### src/rtl/core/phd_pkg.sv
// ----------------------------------------------------------------------------
// phd_pkg
// Shared types and constants of the packet header deframer.
// ----------------------------------------------------------------------------
package phd_pkg;

  localparam int unsigned HdrBytes    = 9;
  localparam int unsigned CountW      = 17;
  localparam logic [16:0] CountMax    = 17'h1FFFF;
  localparam logic [15:0] MaxPayRst   = 16'd1024;
  localparam int unsigned TdataW      = 104;

  typedef enum logic [1:0] {
    ST_OK     = 2'd0,
    ST_SHORT  = 2'd1,
    ST_BADLEN = 2'd2
  } phd_status_t;

  // one result item
  typedef struct packed {
    logic [15:0] header_checksum;
    logic [15:0] payload_len;
    logic [31:0] seq_number;
    logic [7:0]  pkt_type;
    phd_status_t status;
    logic        done_res;
    logic [15:0] payload_index;
    logic [7:0]  payload_byte;
    logic        has_byte;
  } phd_rec_t;

  // handshake between the queue and the output stage
  typedef struct packed {
    logic valid;
    logic ready;
  } phd_hs_t;

endpackage

### src/rtl/core/phd_front.sv
// ----------------------------------------------------------------------------
// phd_front
// Counts bytes of a buffer, collects header fields and classifies each byte
// into a payload result, a final result, both or none.
// ----------------------------------------------------------------------------
module phd_front
  import phd_pkg::*;
(
  input  logic        clk,
  input  logic        rst_n,
  input  logic        in_tvalid,
  output logic        in_tready,
  input  logic [7:0]  in_tdata,     // [7:0] rx_byte
  input  logic        in_tlast,     // end_of_buffer
  input  logic [15:0] max_payload,
  output phd_rec_t    push_rec,
  output logic        push_valid,
  input  logic        push_ready
);

  logic [CountW-1:0] count_r, count_nxt;
  logic [7:0]        type_r, type_nxt;
  logic [31:0]       seq_r, seq_nxt;
  logic [15:0]       len_r, len_nxt;
  logic [15:0]       csum_r, csum_nxt;

  logic              accept;
  logic [CountW-1:0] pos;
  logic [CountW-1:0] idx;
  logic [CountW-1:0] total;
  logic [CountW-1:0] need;
  logic              fwd;
  logic              in_hdr;
  phd_status_t       status;
  logic [7:0]        b;

  assign b         = in_tdata;
  assign pos       = count_r;
  assign in_tready = push_ready;
  assign accept    = in_tvalid && in_tready;

  always_comb begin
    type_nxt = type_r;
    seq_nxt  = seq_r;
    len_nxt  = len_r;
    csum_nxt = csum_r;
    priority if (pos == CountW'(0)) begin
      type_nxt = b;
    end else if (pos <= CountW'(4)) begin
      seq_nxt = {seq_r[23:0], b};
    end else if (pos <= CountW'(6)) begin
      len_nxt = {len_r[7:0], b};
    end else if (pos <= CountW'(8)) begin
      csum_nxt = {csum_r[7:0], b};
    end else begin
      // payload byte, header stays as captured
    end
  end

  assign in_hdr = pos < CountW'(HdrBytes);
  assign idx    = pos - CountW'(HdrBytes);
  assign fwd    = !in_hdr && (idx < {1'b0, len_r});
  assign total  = (pos == CountMax) ? CountMax : pos + CountW'(1);
  // length is settled by the time the header's last byte arrives
  assign need   = CountW'(HdrBytes) + {1'b0, len_r};

  always_comb begin
    priority if (total < CountW'(HdrBytes)) begin
      status = ST_SHORT;
    end else if ((len_r > max_payload) || (need > total)) begin
      status = ST_BADLEN;
    end else begin
      status = ST_OK;
    end
  end

  always_comb begin
    push_rec               = '0;
    push_rec.has_byte      = fwd;
    push_rec.done_res      = in_tlast;
    if (fwd) begin
      push_rec.payload_byte  = b;
      push_rec.payload_index = idx[15:0];
    end
    if (in_tlast) begin
      push_rec.status = status;
      if (status != ST_SHORT) begin
        push_rec.pkt_type        = type_nxt;
        push_rec.seq_number      = seq_nxt;
        push_rec.payload_len     = len_nxt;
        push_rec.header_checksum = csum_nxt;
      end
    end
  end

  assign push_valid = accept && (fwd || in_tlast);
  assign count_nxt  = in_tlast ? '0 : total;

  always_ff @(posedge clk) begin
    if (!rst_n) begin
      count_r <= '0;
      type_r  <= '0;
      seq_r   <= '0;
      len_r   <= '0;
      csum_r  <= '0;
    end else if (accept) begin
      if (in_tlast) begin
        count_r <= '0;
        type_r  <= '0;
        seq_r   <= '0;
        len_r   <= '0;
        csum_r  <= '0;
      end else begin
        count_r <= count_nxt;
        type_r  <= type_nxt;
        seq_r   <= seq_nxt;
        len_r   <= len_nxt;
        csum_r  <= csum_nxt;
      end
    end
  end

  a_clear_on_last: assert property (@(posedge clk) disable iff (!rst_n)
    accept && in_tlast |=> count_r == '0 && len_r == '0)
    else $error("buffer state not cleared after final byte");

  a_count_step: assert property (@(posedge clk) disable iff (!rst_n)
    accept && !in_tlast && count_r != CountMax |=> count_r == $past(count_r) + CountW'(1))
    else $error("byte count did not advance");

  a_fwd_after_hdr: assert property (@(posedge clk) disable iff (!rst_n)
    push_valid && push_rec.has_byte |-> count_r >= CountW'(HdrBytes))
    else $error("payload byte forwarded inside header");

  a_push_ready: assert property (@(posedge clk) disable iff (!rst_n)
    push_valid |-> push_ready)
    else $error("result pushed into full queue");

endmodule

### src/rtl/core/phd_queue.sv
// ----------------------------------------------------------------------------
// phd_queue
// Two-entry queue of results between the classifier and the output stage.
// ----------------------------------------------------------------------------
module phd_queue
  import phd_pkg::*;
(
  input  logic     clk,
  input  logic     rst_n,
  input  phd_rec_t push_rec,
  input  logic     push_valid,
  output logic     push_ready,
  output phd_rec_t pop_rec,
  output phd_hs_t  pop_hs_o,
  input  logic     pop_ready
);

  phd_rec_t   mem_r [2];
  logic       wr_ptr_r;
  logic       rd_ptr_r;
  logic [1:0] count_r, count_nxt;
  logic       push;
  logic       pop;

  assign push_ready     = count_r != 2'd2;
  assign pop_hs_o.valid = count_r != 2'd0;
  assign pop_hs_o.ready = pop_ready;
  assign push           = push_valid && push_ready;
  assign pop            = pop_hs_o.valid && pop_ready;
  assign pop_rec        = mem_r[rd_ptr_r];

  always_comb begin
    count_nxt = count_r;
    if (push && !pop) begin
      count_nxt = count_r + 2'd1;
    end else if (pop && !push) begin
      count_nxt = count_r - 2'd1;
    end
  end

  always_ff @(posedge clk) begin
    if (push) begin
      mem_r[wr_ptr_r] <= push_rec;
    end
  end

  always_ff @(posedge clk) begin
    if (!rst_n) begin
      wr_ptr_r <= 1'b0;
      rd_ptr_r <= 1'b0;
      count_r  <= '0;
    end else begin
      if (push) begin
        wr_ptr_r <= !wr_ptr_r;
      end
      if (pop) begin
        rd_ptr_r <= !rd_ptr_r;
      end
      count_r <= count_nxt;
    end
  end

endmodule

### src/rtl/core/phd_back.sv
// ----------------------------------------------------------------------------
// phd_back
// Output register: takes results from the queue and presents them on the
// result stream.
// ----------------------------------------------------------------------------
module phd_back
  import phd_pkg::*;
(
  input  logic              clk,
  input  logic              rst_n,
  input  phd_rec_t          pop_rec,
  input  phd_hs_t           pop_hs_i,
  output logic              pop_ready,
  output logic              out_tvalid,
  input  logic              out_tready,
  output logic [TdataW-1:0] out_tdata,
  output logic              out_tlast,
  output logic              out_tuser
);

  logic     out_valid_r;
  phd_rec_t out_rec_r;
  logic     load;

  assign pop_ready = !out_valid_r || out_tready;
  assign load      = pop_hs_i.valid && pop_hs_i.ready;

  always_ff @(posedge clk) begin
    if (!rst_n) begin
      out_valid_r <= 1'b0;
    end else if (pop_ready) begin
      out_valid_r <= pop_hs_i.valid;
    end
  end

  always_ff @(posedge clk) begin
    if (load) begin
      out_rec_r <= pop_rec;
    end
  end

  assign out_tvalid = out_valid_r;
  assign out_tlast  = out_rec_r.done_res;
  assign out_tuser  = out_rec_r.has_byte;
  assign out_tdata  = {6'd0,
                       out_rec_r.header_checksum,
                       out_rec_r.payload_len,
                       out_rec_r.seq_number,
                       out_rec_r.pkt_type,
                       out_rec_r.status,
                       out_rec_r.payload_index,
                       out_rec_r.payload_byte};

endmodule

### src/rtl/core/packet_header_deframer.sv
// ----------------------------------------------------------------------------
// packet_header_deframer
// Splits a 9-byte big-endian header off a byte stream, forwards the payload
// and reports header fields and status on the buffer's final byte.
// ----------------------------------------------------------------------------
// path: a result for an accepted byte is written into the result queue, then
//   loaded into the output register and presented on the result stream
// throughput: one byte per cycle unless the result queue is full; the byte
//   counter and classifier header capture update on every accepted byte
// reset: synchronous active-low rst_n clears counters, header fields and the
//   result queue; max_payload returns to 1024; no clearing pass is needed
// ----------------------------------------------------------------------------
module packet_header_deframer
  import phd_pkg::*;
(
  input  logic              clk,
  input  logic              rst_n,
  input  logic              in_tvalid,
  output logic              in_tready,
  input  logic [7:0]        in_tdata,     // [7:0] rx_byte
  input  logic              in_tlast,     // end_of_buffer
  output logic              out_tvalid,
  input  logic              out_tready,
  // [7:0] payload_byte, [23:8] payload_index, [25:24] status,
  // [33:26] pkt_type, [65:34] seq_number, [81:66] payload_len,
  // [97:82] header_checksum, [103:98] zero
  output logic [TdataW-1:0] out_tdata,
  output logic              out_tlast,    // done_res
  output logic              out_tuser,    // has_byte
  input  logic              cfg_psel,
  input  logic              cfg_penable,
  input  logic              cfg_pwrite,
  input  logic [2:0]        cfg_paddr,
  input  logic [31:0]       cfg_pwdata,
  output logic [31:0]       cfg_prdata,
  output logic              cfg_pready
);

  logic [15:0] max_payload_r;
  logic        sel_max;
  phd_rec_t    push_rec;
  logic        push_valid;
  logic        push_ready;
  phd_rec_t    pop_rec;
  phd_hs_t     pop_hs;
  logic        pop_ready;

  assign cfg_pready = 1'b1;
  assign sel_max    = !cfg_paddr[2];
  assign cfg_prdata = sel_max ? {16'd0, max_payload_r} : 32'd0;

  always_ff @(posedge clk) begin
    if (!rst_n) begin
      max_payload_r <= MaxPayRst;
    end else if (cfg_psel && cfg_penable && cfg_pwrite && cfg_pready && sel_max) begin
      max_payload_r <= cfg_pwdata[15:0];
    end
  end

  phd_front u_front (
    .clk         (clk),
    .rst_n       (rst_n),
    .in_tvalid   (in_tvalid),
    .in_tready   (in_tready),
    .in_tdata    (in_tdata),
    .in_tlast    (in_tlast),
    .max_payload (max_payload_r),
    .push_rec    (push_rec),
    .push_valid  (push_valid),
    .push_ready  (push_ready)
  );

  phd_queue u_queue (
    .clk        (clk),
    .rst_n      (rst_n),
    .push_rec   (push_rec),
    .push_valid (push_valid),
    .push_ready (push_ready),
    .pop_rec    (pop_rec),
    .pop_hs_o   (pop_hs),
    .pop_ready  (pop_ready)
  );

  phd_back u_back (
    .clk        (clk),
    .rst_n      (rst_n),
    .pop_rec    (pop_rec),
    .pop_hs_i   (pop_hs),
    .pop_ready  (pop_ready),
    .out_tvalid (out_tvalid),
    .out_tready (out_tready),
    .out_tdata  (out_tdata),
    .out_tlast  (out_tlast),
    .out_tuser  (out_tuser)
  );

endmodule

### config.mk
export PLATFORM = sky130hd
export DESIGN_NAME = packet_header_deframer
export DESIGN_NICKNAME = d
export VERILOG_FILES = /design/src/rtl/core/phd_pkg.sv /design/src/rtl/core/phd_front.sv /design/src/rtl/core/phd_queue.sv /design/src/rtl/core/phd_back.sv /design/src/rtl/core/packet_header_deframer.sv
export SDC_FILE = /design/constraint.sdc
export NUM_CORES = 1
export LEC_CHECK = 0
export ABC_AREA = 1
export BUFFER_PORTS_ARGS = -buffer_cell sky130_fd_sc_hd__buf_2
export CELL_PAD_IN_SITES_DETAIL_PLACEMENT = 0
export CELL_PAD_IN_SITES_GLOBAL_PLACEMENT = 1
export CORE_UTILIZATION = 45
export DETAILED_ROUTE_END_ITERATION = 12
export PLACE_DENSITY = 0.78
export SLEW_MARGIN = 0
export SYNTH_ARGS = -nofsm -noshare
export SYNTH_HDL_FRONTEND = slang
export SYNTH_SLANG_ARGS = --single-unit
### constraint.sdc
create_clock -name clk -period 8.85 [get_ports clk]
set_clock_uncertainty 0.15 [all_clocks]
set_input_delay 0.885 -clock clk [delete_from_list [all_inputs] [get_ports clk]]
set_output_delay 0.885 -clock clk [all_outputs]
set_load 0.01 [all_outputs]
==> key figures, run 1 <==
Outcome
  • Outcome: complete, no violations

Worst setup path
  • Sequence of cells on the critical path: inv_1 -> ha_1 -> nand2_1 -> nand2_1 -> inv_1 -> o21ai_0 -> nand2_1 -> ha_1 -> a21o_1 -> nor2_1 -> nand3_1 -> nand2_1 -> nand2_1 -> nand2_1 -> nand2_1 -> nand2_1 -> nand2_1 -> buf_4 -> nand2_1 -> nand3_1 -> inv_4 -> buf_4
  • RR Startpoint: u_front.count_r[0]
  • Nature of the critical path endpoint: register
  • Start-to-end type of the worst setup path: register to register
  • Largest stage delay, worst path: slightly below 700 ps
  • Critical path required time: 8870 ps
  • Worst reg2reg endpoint: u_queue.mem_r[1][97]
  • Critical path's most frequent cell: nand2_1
  • Critical Path AT: 4980 ps
  • Top cell family by delay on the critical path: buffers and inverters
  • Crit path max-delay cell type: buf_4
  • Critical Path Source Type: register
  • Reg2Reg Depth: 22
  • Max FO, Critical Path: 52
  • Critical path buffers and inverters: 5
  • R2R setup slack: 3890 ps

Synth
  • Average cell area after synthesis: 9.727 um^2
  • Post-synth cell types: 42
  • Share of synthesized area occupied by flip-flops and latches: 0.6085
  • Fraction of synthesis flops using an asynchronous set or reset pin: 0
  • Primary FF master, synth: edfxtp_1
  • Number of enable flip-flop cells after synthesis: 300
  • Synthesis-stage register bit count: approximately 400
  • Synth Cell Area: around 18000 um^2
  • Cells after Synth: roughly 1900
  • Warning count from the yosys run: 0

Clock tree
  • Post-CTS setup buffers: 0
  • Number of cells upsized or downsized after cts: 0
  • Number of hold-repair buffers added at the cts stage: 0
  • Deepest level of the CTS H-tree: 2
  • Clk sinks: around 400
  • Clock buffer depth: 3
  • TritonCTS clock tree: built
  • Clock slew at reported path FFs: roughly 60 ps
  • CTS Buf Count: 43
  • Clk_lat worst skew: roughly 550 ps
  • CTS Root Buffer Type: clkbuf_16

Route
  • Avg WL per Cell: 15.99 um
  • Total DRC errors in the routed layout: 0
  • First-pass iteration count of the detailed router: 5
  • Number of nets with antenna violations after routing: 0
  • Initial DRC Count: 878
  • Aggregate routed wire length: 41200 um
  • Number of vias after detailed routing: 12780
  • DR vias/cell: 4.959

Place
  • Worst slack after detailed placement: 3872 ps
  • Port Buffers: 150
  • Final GP Congestion: 0.8166
  • Sum of net half-perimeters after detailed placement: 27000 um
  • Placed cell areas: 19510 um^2

Timing
  • Final count of negative-setup-slack endpoints: 0
  • Slew Viols, Final: 0
  • Worst-case headroom to the max-slew limit: 0.2770
  • Final worst-path cycle share: 0.5608
  • Worst Slack Setup Final: 3887 ps
  • Transition at the pin with the smallest max-transition slack: 1082 ps
  • Final Hold Viols: 0
  • Final setup TNS: 0 ps
  • Shortest clock period the worst path allows after layout: 4963 ps
  • Fmax: between 0.2 and 0.25 GHz
  • Unrepaired setup endpoints after global routing: false

Power and ir drop
  • Leak pwr: 8.648 nW
  • Max IR drop VDD: 0.1515 mV
  • Power density cells: 263.0 nW/um^2

Floorplanning
  • DIE AREA: 41750 um^2
  • Vert. Die Dim: roughly 200 um
  • Floorplan Core Area: 40100 um^2
  • Overall die width: 204.3 um
  • Starting Density: 0.4595
  • Row Count: 73
  • Count of pins on the block boundary: 192

Min path
  • Min-Delay Path Depth: 2
  • Endpoint with the worst hold slack: u_front.csum_r[9]
  • Hold WC Path Type: register to register
  • Startpoint of the most critical hold path: u_front.csum_r[9]

GRT
  • Via count of the first global-routing pass: 12060
  • Final global-route overflow total: 0
  • Largest net degree at the start of global routing: 74
  • Number of antenna violations at the first check in global routing: 0
  • First-pass GRT wire length: 64690 um
  • Total global-route track usage: 0.1999

Finish
  • Diode insertion count for antenna repair: 0
  • Final cell area excluding filler cells: 21030 um^2
  • Final net count: 2123
  • Fraction of final layout cells sized beyond drive strength 1: 0.1657
  • Signed area change from the synthesized netlist to the final layout: 14.17%

Run
  • Max-capacitance violation count: 0
==> stage by stage <==
stage                     cells  hold WS (ps)  power (W)    util
final                      2577         327.5   0.005532  0.5246
after global routing       2577         350.3   0.005807  0.5246
after CTS                  2577         326.2   0.005613  0.5246
after detailed placement   2499         317.4   0.003670  0.4866
after global placement     2499         312.7   0.003648  0.4866
after floorplan            1915         299.0   0.003284       -
==> how the worst max path moves through the flow <==
stage	startpoint	end	slack (ps)	cells after the start
after floorplan	u_front.count_r[0]	u_queue.mem_r[0][0]	1580	19
after global placement	u_front.count_r[0]	u_queue.mem_r[1][90]	3950	22
after detailed placement	u_front.count_r[0]	u_queue.mem_r[1][94]	3870	22
after CTS	u_front.count_r[0]	u_queue.mem_r[1][96]	3830	22
after global routing	u_front.count_r[0]	u_queue.mem_r[1][97]	3400	22
final	u_front.count_r[0]	u_queue.mem_r[1][97]	3890	22
==> final cells by class <==
class / count / area [um^2]
Timing Repair Buffer: 165 / 875.8
Clock inverter: 27 / 387.9
Fill cell: 3599 / 19060
Sequential cell: 410 / 11210
Tap cell: 525 / 656.9
Clock buffer: 51 / 1136
Multi-Input combinational cell: 1196 / 5998
Inverter: 203 / 764.5
==> routing by layer <==
| metal | global-route usage | wire length [um] | vias up |
|---|---|---|---|
| met3 | 0.02854 | 1878 | 50 |
| met1 | 0.2616 | 18460 | 6005 |
| met4 | 0.04851 | 623 | 0 |
| li1 | - | - | 6440 |
| met5 | 0 | 0 | - |
| met2 | 0.3479 | 20240 | 284 |
==> flip-flops by register name (all words and copies together) (netlist names) <==
register / count
max_payload_r: 16
u_back.out_tdata: 98
u_back.out_tlast: 1
u_back.out_tuser: 1
u_back.out_tvalid: 1
u_front.count_r: 17
u_front.csum_r: 16
u_front.len_r: 16
u_front.seq_r: 32
u_front.type_r: 8
u_queue.count_r: 2
u_queue.mem_r: 200
u_queue.rd_ptr_r: 1
u_queue.wr_ptr_r: 1
==> cell families (layout without fill, tap and decap cells) <==
family,after synthesis,after routing,share of synthesized area
buf+inv,309,446,0.07179
xor+xnor,30,30,0.01426
fa+ha+maj,53,53,0.03600
simple gates,824,824,0.1880
compound gates,266,266,0.08102
other cells,2,23,0.0004076
flops,410,410,0.6085
==> worst register-to-register path, stage by stage (launching register included) <==
cell	delay (ps)
dfxtp_1	390
inv_1	170
ha_1	210
nand2_1	100
nand2_1	270
inv_1	90
o21ai_0	220
nand2_1	120
ha_1	300
a21o_1	190
nor2_1	100
nand3_1	100
nand2_1	70
nand2_1	50
nand2_1	60
nand2_1	50
nand2_1	50
nand2_1	40
buf_4	240
nand2_1	170
nand3_1	150
inv_4	550
buf_4	700
==> where the power goes <==
group / switching (W) / internal (W) / total (W) / leakage, nW
Sequential: 0.000101 / 0.00247 / 0.00257 / 3.71
Combinational: 0.000740 / 0.000292 / 0.00103 / 4.20
Clock: 0.000747 / 0.00119 / 0.00193 / 0.742
==> cells in the final DEF, fill, tap and decap left out, types with 3 or more instances in the layout <==
cell,netlist,layout
inv_2,11,14
nand2_1,505,505
inv_6,0,4
dfxtp_1,110,109
clkinvlp_4,0,3
conb_1,2,23
ha_1,53,53
o22ai_1,40,40
o21a_1,25,25
nor2_2,72,73
clkbuf_16,0,43
clkbuf_8,0,3
clkinv_2,0,7
bufinv_16,0,9
nand4_1,7,7
o21ai_1,67,67
a21oi_1,72,71
buf_2,12,150
nor2_1,173,171
buf_4,25,14
nor3_1,18,18
nor3_4,3,3
edfxtp_1,300,300
o21ai_0,45,45
clkbuf_1,57,5
o211ai_1,10,10
nand3_1,33,33
inv_1,192,188
xor2_1,29,29
==> synthesized netlist by cell type (2+ instances only) <==
cell type	number	area [um^2]
nand2_1	505	1896
edfxtp_1	300	9009
inv_1	192	720.7
nor2_1	173	649.4
dfxtp_1	110	2202
a21oi_1	72	360.4
nor2_2	72	450.4
o21ai_1	67	335.3
clkbuf_1	57	214.0
ha_1	53	663.1
o21ai_0	45	225.2
o22ai_1	40	250.2
nand3_1	33	165.2
xor2_1	29	254.0
buf_4	25	187.7
o21a_1	25	187.7
nor3_1	18	90.09
buf_2	12	60.06
inv_2	11	41.29
o211ai_1	10	75.07
buf_6	7	78.83
nand4_1	7	43.79
buf_1	4	15.01
nor3_4	3	48.80
a21o_1	2	15.01
and3_1	2	12.51
conb_1	2	7.510
nand2_2	2	12.51
nand3_2	2	20.02
or2_2	2	12.51
Note: power is estimated with default switching activity, not from simulation.
==> inputs of run 2 (changes only) <==
--- a/config.mk
+++ b/config.mk
@@ -5,13 +5,13 @@
 export SDC_FILE = /design/constraint.sdc
 export NUM_CORES = 1
 export LEC_CHECK = 0
-export ABC_AREA = 1
+export ABC_AREA = 0
 export BUFFER_PORTS_ARGS = -buffer_cell sky130_fd_sc_hd__buf_2
 export CELL_PAD_IN_SITES_DETAIL_PLACEMENT = 0
 export CELL_PAD_IN_SITES_GLOBAL_PLACEMENT = 1
-export CORE_UTILIZATION = 45
+export CORE_UTILIZATION = 43
 export DETAILED_ROUTE_END_ITERATION = 12
-export PLACE_DENSITY = 0.78
+export PLACE_DENSITY = 0.76
 export SLEW_MARGIN = 0
 export SYNTH_ARGS = -nofsm -noshare
 export SYNTH_HDL_FRONTEND = slang
==> constraint.sdc (replaced) <==
create_clock -name clk -period 4.4 [get_ports clk]
set_clock_uncertainty 0.15 [all_clocks]
set_input_delay 0.44 -clock clk [delete_from_list [all_inputs] [get_ports clk]]
set_output_delay 0.44 -clock clk [all_outputs]
set_load 0.01 [all_outputs]
==> run 2 against run 1 <==
  * Largest cell class unchanged
  * Largest power group unchanged
  * Global-route usage shrank 0.60 points
  * Sequential share of layout area shrank 0.39 points
  * Design area grew 0.74%
  * Synthesized cell count shrank 22%
==> key figures, run 2 <==
Timing
  • Unrepaired setup endpoints after global routing: true
  • Final count of negative-setup-slack endpoints: 0
  • Slew Viols, Final: 0
  • Worst Slack Setup Final: roughly 160 ps
  • Final Hold Viols: 0
  • Shortest clock period the worst path allows after layout: 4244 ps
  • Final worst-path cycle share: 0.9646
  • Fmax: 0.2356 GHz
  • Transition at the pin with the smallest max-transition slack: approximately 1100 ps
  • Worst-case headroom to the max-slew limit: 0.2402

Clock tree
  • Post-CTS setup buffers: 0
  • Clock slew at reported path FFs: roughly 60 ps
  • Clock buffer depth: 3
  • Clk sinks: 410
  • Deepest level of the CTS H-tree: 2
  • Clk_lat worst skew: 570 ps
  • TritonCTS clock tree: built
  • CTS Root Buffer Type: clkbuf_16
  • CTS Buf Count: 43

Floorplanning
  • DIE AREA: 43190 um^2
  • Floorplan Core Area: 41850 um^2
  • Row Count: 75
  • Vert. Die Dim: 207.8 um
  • Starting Density: 0.4353
  • Count of pins on the block boundary: 192
  • Overall die width: 207.8 um

GRT
  • Final global-route overflow total: 0
  • Largest net degree at the start of global routing: 75
  • Total global-route track usage: 0.1939
  • Number of antenna violations at the first check in global routing: 1
  • Via count of the first global-routing pass: 11480
  • First-pass GRT wire length: 65140 um

Finish
  • Max reg flops: 200
  • Number of fillers in the final layout: 3691
  • Area of the multi-input gates: ~6400 um^2
  • Post-route core utilization: 0.5063
  • Final non-filler cell total: between 2000 and 2500
  • Fraction of final layout cells sized beyond drive strength 1: 0.2293
  • Area of all sequential standard cells: between 10000 and 15000 um^2
  • Register bank with the most flops: u_queue.mem_r
  • Final net count: 1724
  • Signed area change from the synthesized netlist to the final layout: 16.32%
  • Final cell area excluding filler cells: 21190 um^2
  • Most common library cell in the layout ignoring fill and taps: edfxtp_1
  • Commonest cells after routing, fill and taps aside: 300 x edfxtp_1, 163 x nor2_1, 150 x buf_2, 108 x dfxtp_1, 100 x mux2_2

Power and ir drop
  • Tot Pwr: 0.01043 W
  • Max IR drop VDD: 0.3520 mV
  • Power density cells: 492.3 nW/um^2
  • Leak pwr: about 7.6 nW

Synth
  • Leading cell type by number of instances after synthesis: edfxtp_1
  • Fraction of the mapped netlist area in compound gates: 0.1051
  • Most common library cells after synthesis: 300 x edfxtp_1, 165 x nor2_1, 110 x dfxtp_1
  • Synth Cell Area: 18220 um^2
  • Top-area cell type share of the netlist area: 0.4945
  • Fraction of synthesis flops using an asynchronous set or reset pin: 0
  • Largest cells by area after synthesis: edfxtp_1 49%, dfxtp_1 12%, mux2_2 6.2%
  • Dominant combinational cell family by area after synthesis: compound AO/OA/AOI/OAI gates
  • Largest area contributor in the netlist: edfxtp_1
  • Average cell area after synthesis: 12.39 um^2
  • Simple-gate portion of the synthesized area: 0.08729
  • Share of synthesized area occupied by flip-flops and latches: 0.6154
  • Warning count from the yosys run: 0
  • Synthesized-area fraction occupied by xor and xnor cells: 0.01923
  • Post-synthesis mux area share: 0.09258
  • Primary FF master, synth: edfxtp_1
  • Number of enable flip-flop cells after synthesis: 300
  • Synth Area in Adders: 0.03640
  • Synthesis-stage register bit count: 410
  • Post-synth cell types: 54
  • Cells after Synth: between 1000 and 1500

Min path
  • Startpoint of the most critical hold path: rst_n
  • Hold WC Path Type: input port to register

Worst setup path
  • Nature of the critical path endpoint: register
  • Max FO, Critical Path: 53
  • Sequence of cells on the critical path: or4_4 -> nor2_4 -> nand2b_4 -> nor3_2 -> xor2_1 -> ha_1 -> a21o_1 -> a2111oi_2 -> a41oi_1 -> or2_1 -> buf_4 -> a211oi_4 -> buf_12
  • Critical path origin: u_front.count_r[4]
  • Critical path buffers and inverters: 2
  • Top cell family by delay on the critical path: simple AND/OR/NAND/NOR gates
  • Largest stage delay, worst path: 570 ps
  • Start-to-end type of the worst setup path: register to register
  • Critical path required time: 4470 ps
  • Crit path max-delay cell type: or4_4
  • Critical Path AT: 4320 ps
  • RR Startpoint: u_front.count_r[4]
  • Critical Path Source Type: register

Route
  • DR vias/cell: about 5.4
  • Total DRC errors in the routed layout: 0
  • Avg WL per Cell: 19.27 um
  • Number of nets with antenna violations after routing: 0
  • Aggregate routed wire length: 42270 um
  • Number of vias after detailed routing: 11810
  • Initial DRC Count: between 700 and 800
  • First-pass iteration count of the detailed router: 5

Outcome
  • Outcome: complete, no violations

Place
  • Final GP Congestion: 0.8632
  • Port Buffers: 150
  • Sum of net half-perimeters after detailed placement: ~29000 um
  • Placed Instances: around 2100
  • Worst slack after detailed placement: ~160 ps
  • Placed cell areas: around 20000 um^2

Run
  • Max-capacitance violation count: 0
run 2: changes by cell type after synthesis, sizes merged, moves of 19 or more:
cell	change
nand3	-22
nand2	-441
xnor2	+22
a211oi	+77
o22ai	-40
and2	+19
nor2	-81
inv	-154
o21a	-21
o21ai	-85
clkbuf	+34
a22oi	+77
mux2i	+56
mux2	+100
run 2: timing repair:
item	CTS	global route
hold endpoints to repair	16	0
hold buffers	16	0
gates resized for setup	0	2
endpoints found under the setup margin	0	87
run 2: metrics by stage:
step           TNS (ps)  hold slack, ps
6_report              0           67.56
5_1_grt           -1074           50.90
4_1_cts               0           29.04
3_5_place_dp          0           297.3
3_3_place_gp          0           291.3
2_1_floorplan   -163370           286.3
run 2: final cells by class:
type,instances,share of cell area
clock buffer,58,0.05544
antenna,1,0.0001181
timing repair buffer,214,0.06312
multi-input combinational,900,0.3013
tap,539,0.03183
inverter,51,0.009093
sequential,410,0.5293
clock inverter,20,0.009861
run 2: power by group:
group          total (W)  switching (W)  internal [W]  leakage, nW
Clock            0.00359        0.00148       0.00211        0.657
Sequential       0.00502       0.000174       0.00485         3.74
Combinational    0.00182        0.00111      0.000709         3.17
Total             0.0104        0.00276       0.00767         7.56
run 2: cells by family after synthesis:
group	Yosys count
buf+inv	181
flops	410
other cells	2
compound gates	282
fa+ha+maj	53
simple gates	346
xor+xnor	40
mux	156
run 2: worst paths after layout:
check / slack (ps) / cells past startpoint / endpoint
worst max-delay path: 160 / 13 / u_queue.mem_r[0][94]
worst min-delay path: 70 / 2 / max_payload_r[10]
worst max register to register: 160 / 13 / u_queue.mem_r[0][94]
worst min register to register: 300 / 2 / max_payload_r[3]
run 2: metal layers:
| metal | GRT usage | share of wire | vias to the layer above |
|---|---|---|---|
| li1 | - | - | 5679 |
| met1 | 0.2571 | 0.44 | 5787 |
| met2 | 0.3183 | 0.48 | 284 |
| met3 | 0.03767 | 0.046 | 58 |
| met4 | 0.06590 | 0.026 | 0 |
| met5 | 0 | 0 | - |
==> inputs of run 3 (changes only) <==
--- a/config.mk
+++ b/config.mk
@@ -7,7 +7,7 @@
 export LEC_CHECK = 0
 export ABC_AREA = 0
 export BUFFER_PORTS_ARGS = -buffer_cell sky130_fd_sc_hd__buf_2
-export CELL_PAD_IN_SITES_DETAIL_PLACEMENT = 0
+export CELL_PAD_IN_SITES_DETAIL_PLACEMENT = 1
 export CELL_PAD_IN_SITES_GLOBAL_PLACEMENT = 1
 export CORE_UTILIZATION = 43
 export DETAILED_ROUTE_END_ITERATION = 12
==> run 3 against run 2 <==
  * Clock power about the same
  * Routed wire length up 12%
  * Sequential share of layout area down 0.30 points
  * Critical path depth up 1
  * Flip-flop and latch count unchanged
  * Maximum frequency down 2.0%
  * Design area up 0.60%
  * Core utilization up 0.30 points
  * Cell count up 0.23%
  * Sequential power about the same
==> key figures, run 3 (synthesis gave the netlist of run 2 again) <==
Clock tree
  • Clk sinks: 410
  • TritonCTS clock tree: built
  • Clock slew at reported path FFs: about 60 ps
  • CTS Root Buffer Type: clkbuf_16
  • Clk_lat worst skew: 580 ps
  • Clock buffer depth: 3
  • CTS Buf Count: 44
  • Deepest level of the CTS H-tree: 2

Floorplanning
  • Floorplan Core Area: 41850 um^2
  • Overall die width: 207.8 um
  • Row Count: 75
  • DIE AREA: 43190 um^2
  • Vert. Die Dim: 207.8 um
  • Starting Density: 0.4353
  • Count of pins on the block boundary: 192

Finish
  • Final cell area excluding filler cells: about 21000 um^2
  • Number of fillers in the final layout: around 4300
  • Max reg flops: 200
  • Fraction of final layout cells sized beyond drive strength 1: 0.2405
  • Diode insertion count for antenna repair: 0
  • Final net count: between 1500 and 2000
  • Signed area change from the synthesized netlist to the final layout: 17.01%
  • Commonest cells after routing, fill and taps aside: 300 x edfxtp_1, 163 x nor2_1, 150 x buf_2, 106 x dfxtp_1, 100 x mux2_2
  • Area of all sequential standard cells: 11220 um^2
  • Area of the multi-input gates: approximately 6400 um^2
  • Register bank with the most flops: u_queue.mem_r
  • Most common library cell in the layout ignoring fill and taps: edfxtp_1

Worst setup path
  • Last element of the critical path: u_queue.mem_r[0][5]
  • Max FO, Critical Path: 24
  • Start-to-end type of the worst setup path: register to register
  • Critical path required time: ~4500 ps
  • Critical Path Source Type: register
  • R2R setup slack: 70 ps
  • Nature of the critical path endpoint: register
  • Critical path origin: u_front.count_r[4]
  • Worst reg2reg endpoint: u_queue.mem_r[0][5]
  • Reg2Reg Depth: 14
  • RR Startpoint: u_front.count_r[4]
  • Critical Path AT: 4430 ps

Timing
  • Final count of negative-setup-slack endpoints: 0
  • Final Hold Viols: 0
  • Transition at the pin with the smallest max-transition slack: 1106 ps
  • Fmax: approximately 0.23 GHz
  • Shortest clock period the worst path allows after layout: 4330 ps
  • Final worst-path cycle share: 0.9842
  • Worst-case headroom to the max-slew limit: 0.2578
  • Slew Viols, Final: 0
  • Worst Slack Setup Final: 69.70 ps

Min path
  • Hold WC Path Type: input port to register

Power and ir drop
  • Tot Pwr: between 0.01 and 0.015 W
  • Max IR drop VDD: 0.2566 mV
  • Power density cells: 495.0 nW/um^2
  • Leak pwr: 7.632 nW

Route
  • Total DRC errors in the routed layout: 0
  • Number of vias after detailed routing: 12240
  • Avg WL per Cell: roughly 22 um
  • Initial DRC Count: ~810
  • DR vias/cell: 5.570
  • First-pass iteration count of the detailed router: 5
  • Aggregate routed wire length: ~48000 um
  • Number of nets with antenna violations after routing: 0

Place
  • Sum of net half-perimeters after detailed placement: 32010 um
  • Final GP Congestion: 0.8632
  • Worst slack after detailed placement: ~48 ps
  • Port Buffers: 150
  • Placed cell areas: around 20000 um^2

GRT
  • Total global-route track usage: 0.2185
  • First-pass GRT wire length: 73160 um
  • Via count of the first global-routing pass: 12840
  • Number of antenna violations at the first check in global routing: 0
  • Largest net degree at the start of global routing: 75
  • Final global-route overflow total: 0

Run
  • Max-capacitance violation count: 0

Outcome
  • Outcome: complete, no violations
[run 3: how the worst min path moves through the flow]
stage,from,endpoint,slack (ps),depth (start not counted)
after floorplan,max_payload_r[11],max_payload_r[11],290,2
after global placement,max_payload_r[4],max_payload_r[4],290,2
after detailed placement,max_payload_r[3],max_payload_r[3],300,2
after CTS,rst_n,max_payload_r[10],40,2
after global routing,rst_n,max_payload_r[10],70,2
final,rst_n,max_payload_r[10],70,2
[run 3: layout make-up]
type / instances / area share
Timing Repair Buffer: 219 / 0.06633
Multi-Input combinational cell: 900 / 0.3015
Sequential cell: 410 / 0.5263
Clock inverter: 22 / 0.007689
Inverter: 51 / 0.009039
Clock buffer: 57 / 0.05758
Tap cell: 539 / 0.03164
[run 3: timing repair]
item	4_1_cts	5_1_grt
setup buffers	0	3
endpoints found under the setup margin	0	201
hold buffers	16	0
resized for setup	0	18
hold endpoints to repair	16	0
[run 3: metal layers]
layer,vias to the layer above,GRT usage,part of all wire
met5,-,0,0
met4,0,0.09630,0.041
met3,102,0.03540,0.041
met2,291,0.3802,0.50
met1,6142,0.2671,0.41
li1,5707,-,-
[run 3: power by group]
part	switching (W)	total [W]	internal, W
sequential	0.000201	0.00505	0.00485
combinational	0.00116	0.00189	0.000728
clock	0.00152	0.00361	0.00208
[run 3: worst max-delay path: stages, from the launching register on]
cell       delay [ps]
dfxtp_2           320
or4_4             580
nor2_4            190
nand2b_4           90
nor3_2            140
xor2_1            220
ha_1              280
a21o_1            240
a2111oi_4         390
a41oi_2           210
or2_4             320
buf_4             150
a211oi_4          320
buf_6             180
clkbuf_16         210
[run 3: through the flow]
step                      hold slack, ps  setup TNS [ps]  instances    util
after floorplan                    286.3         -163370       1491       -
after global placement             291.3               0       2098  0.4691
after detailed placement           299.5               0       2098  0.4691
after CTS                          41.26               0       2193  0.5062
after global routing               66.33           -3425       2198  0.5093
final                              73.07               0       2198  0.5093
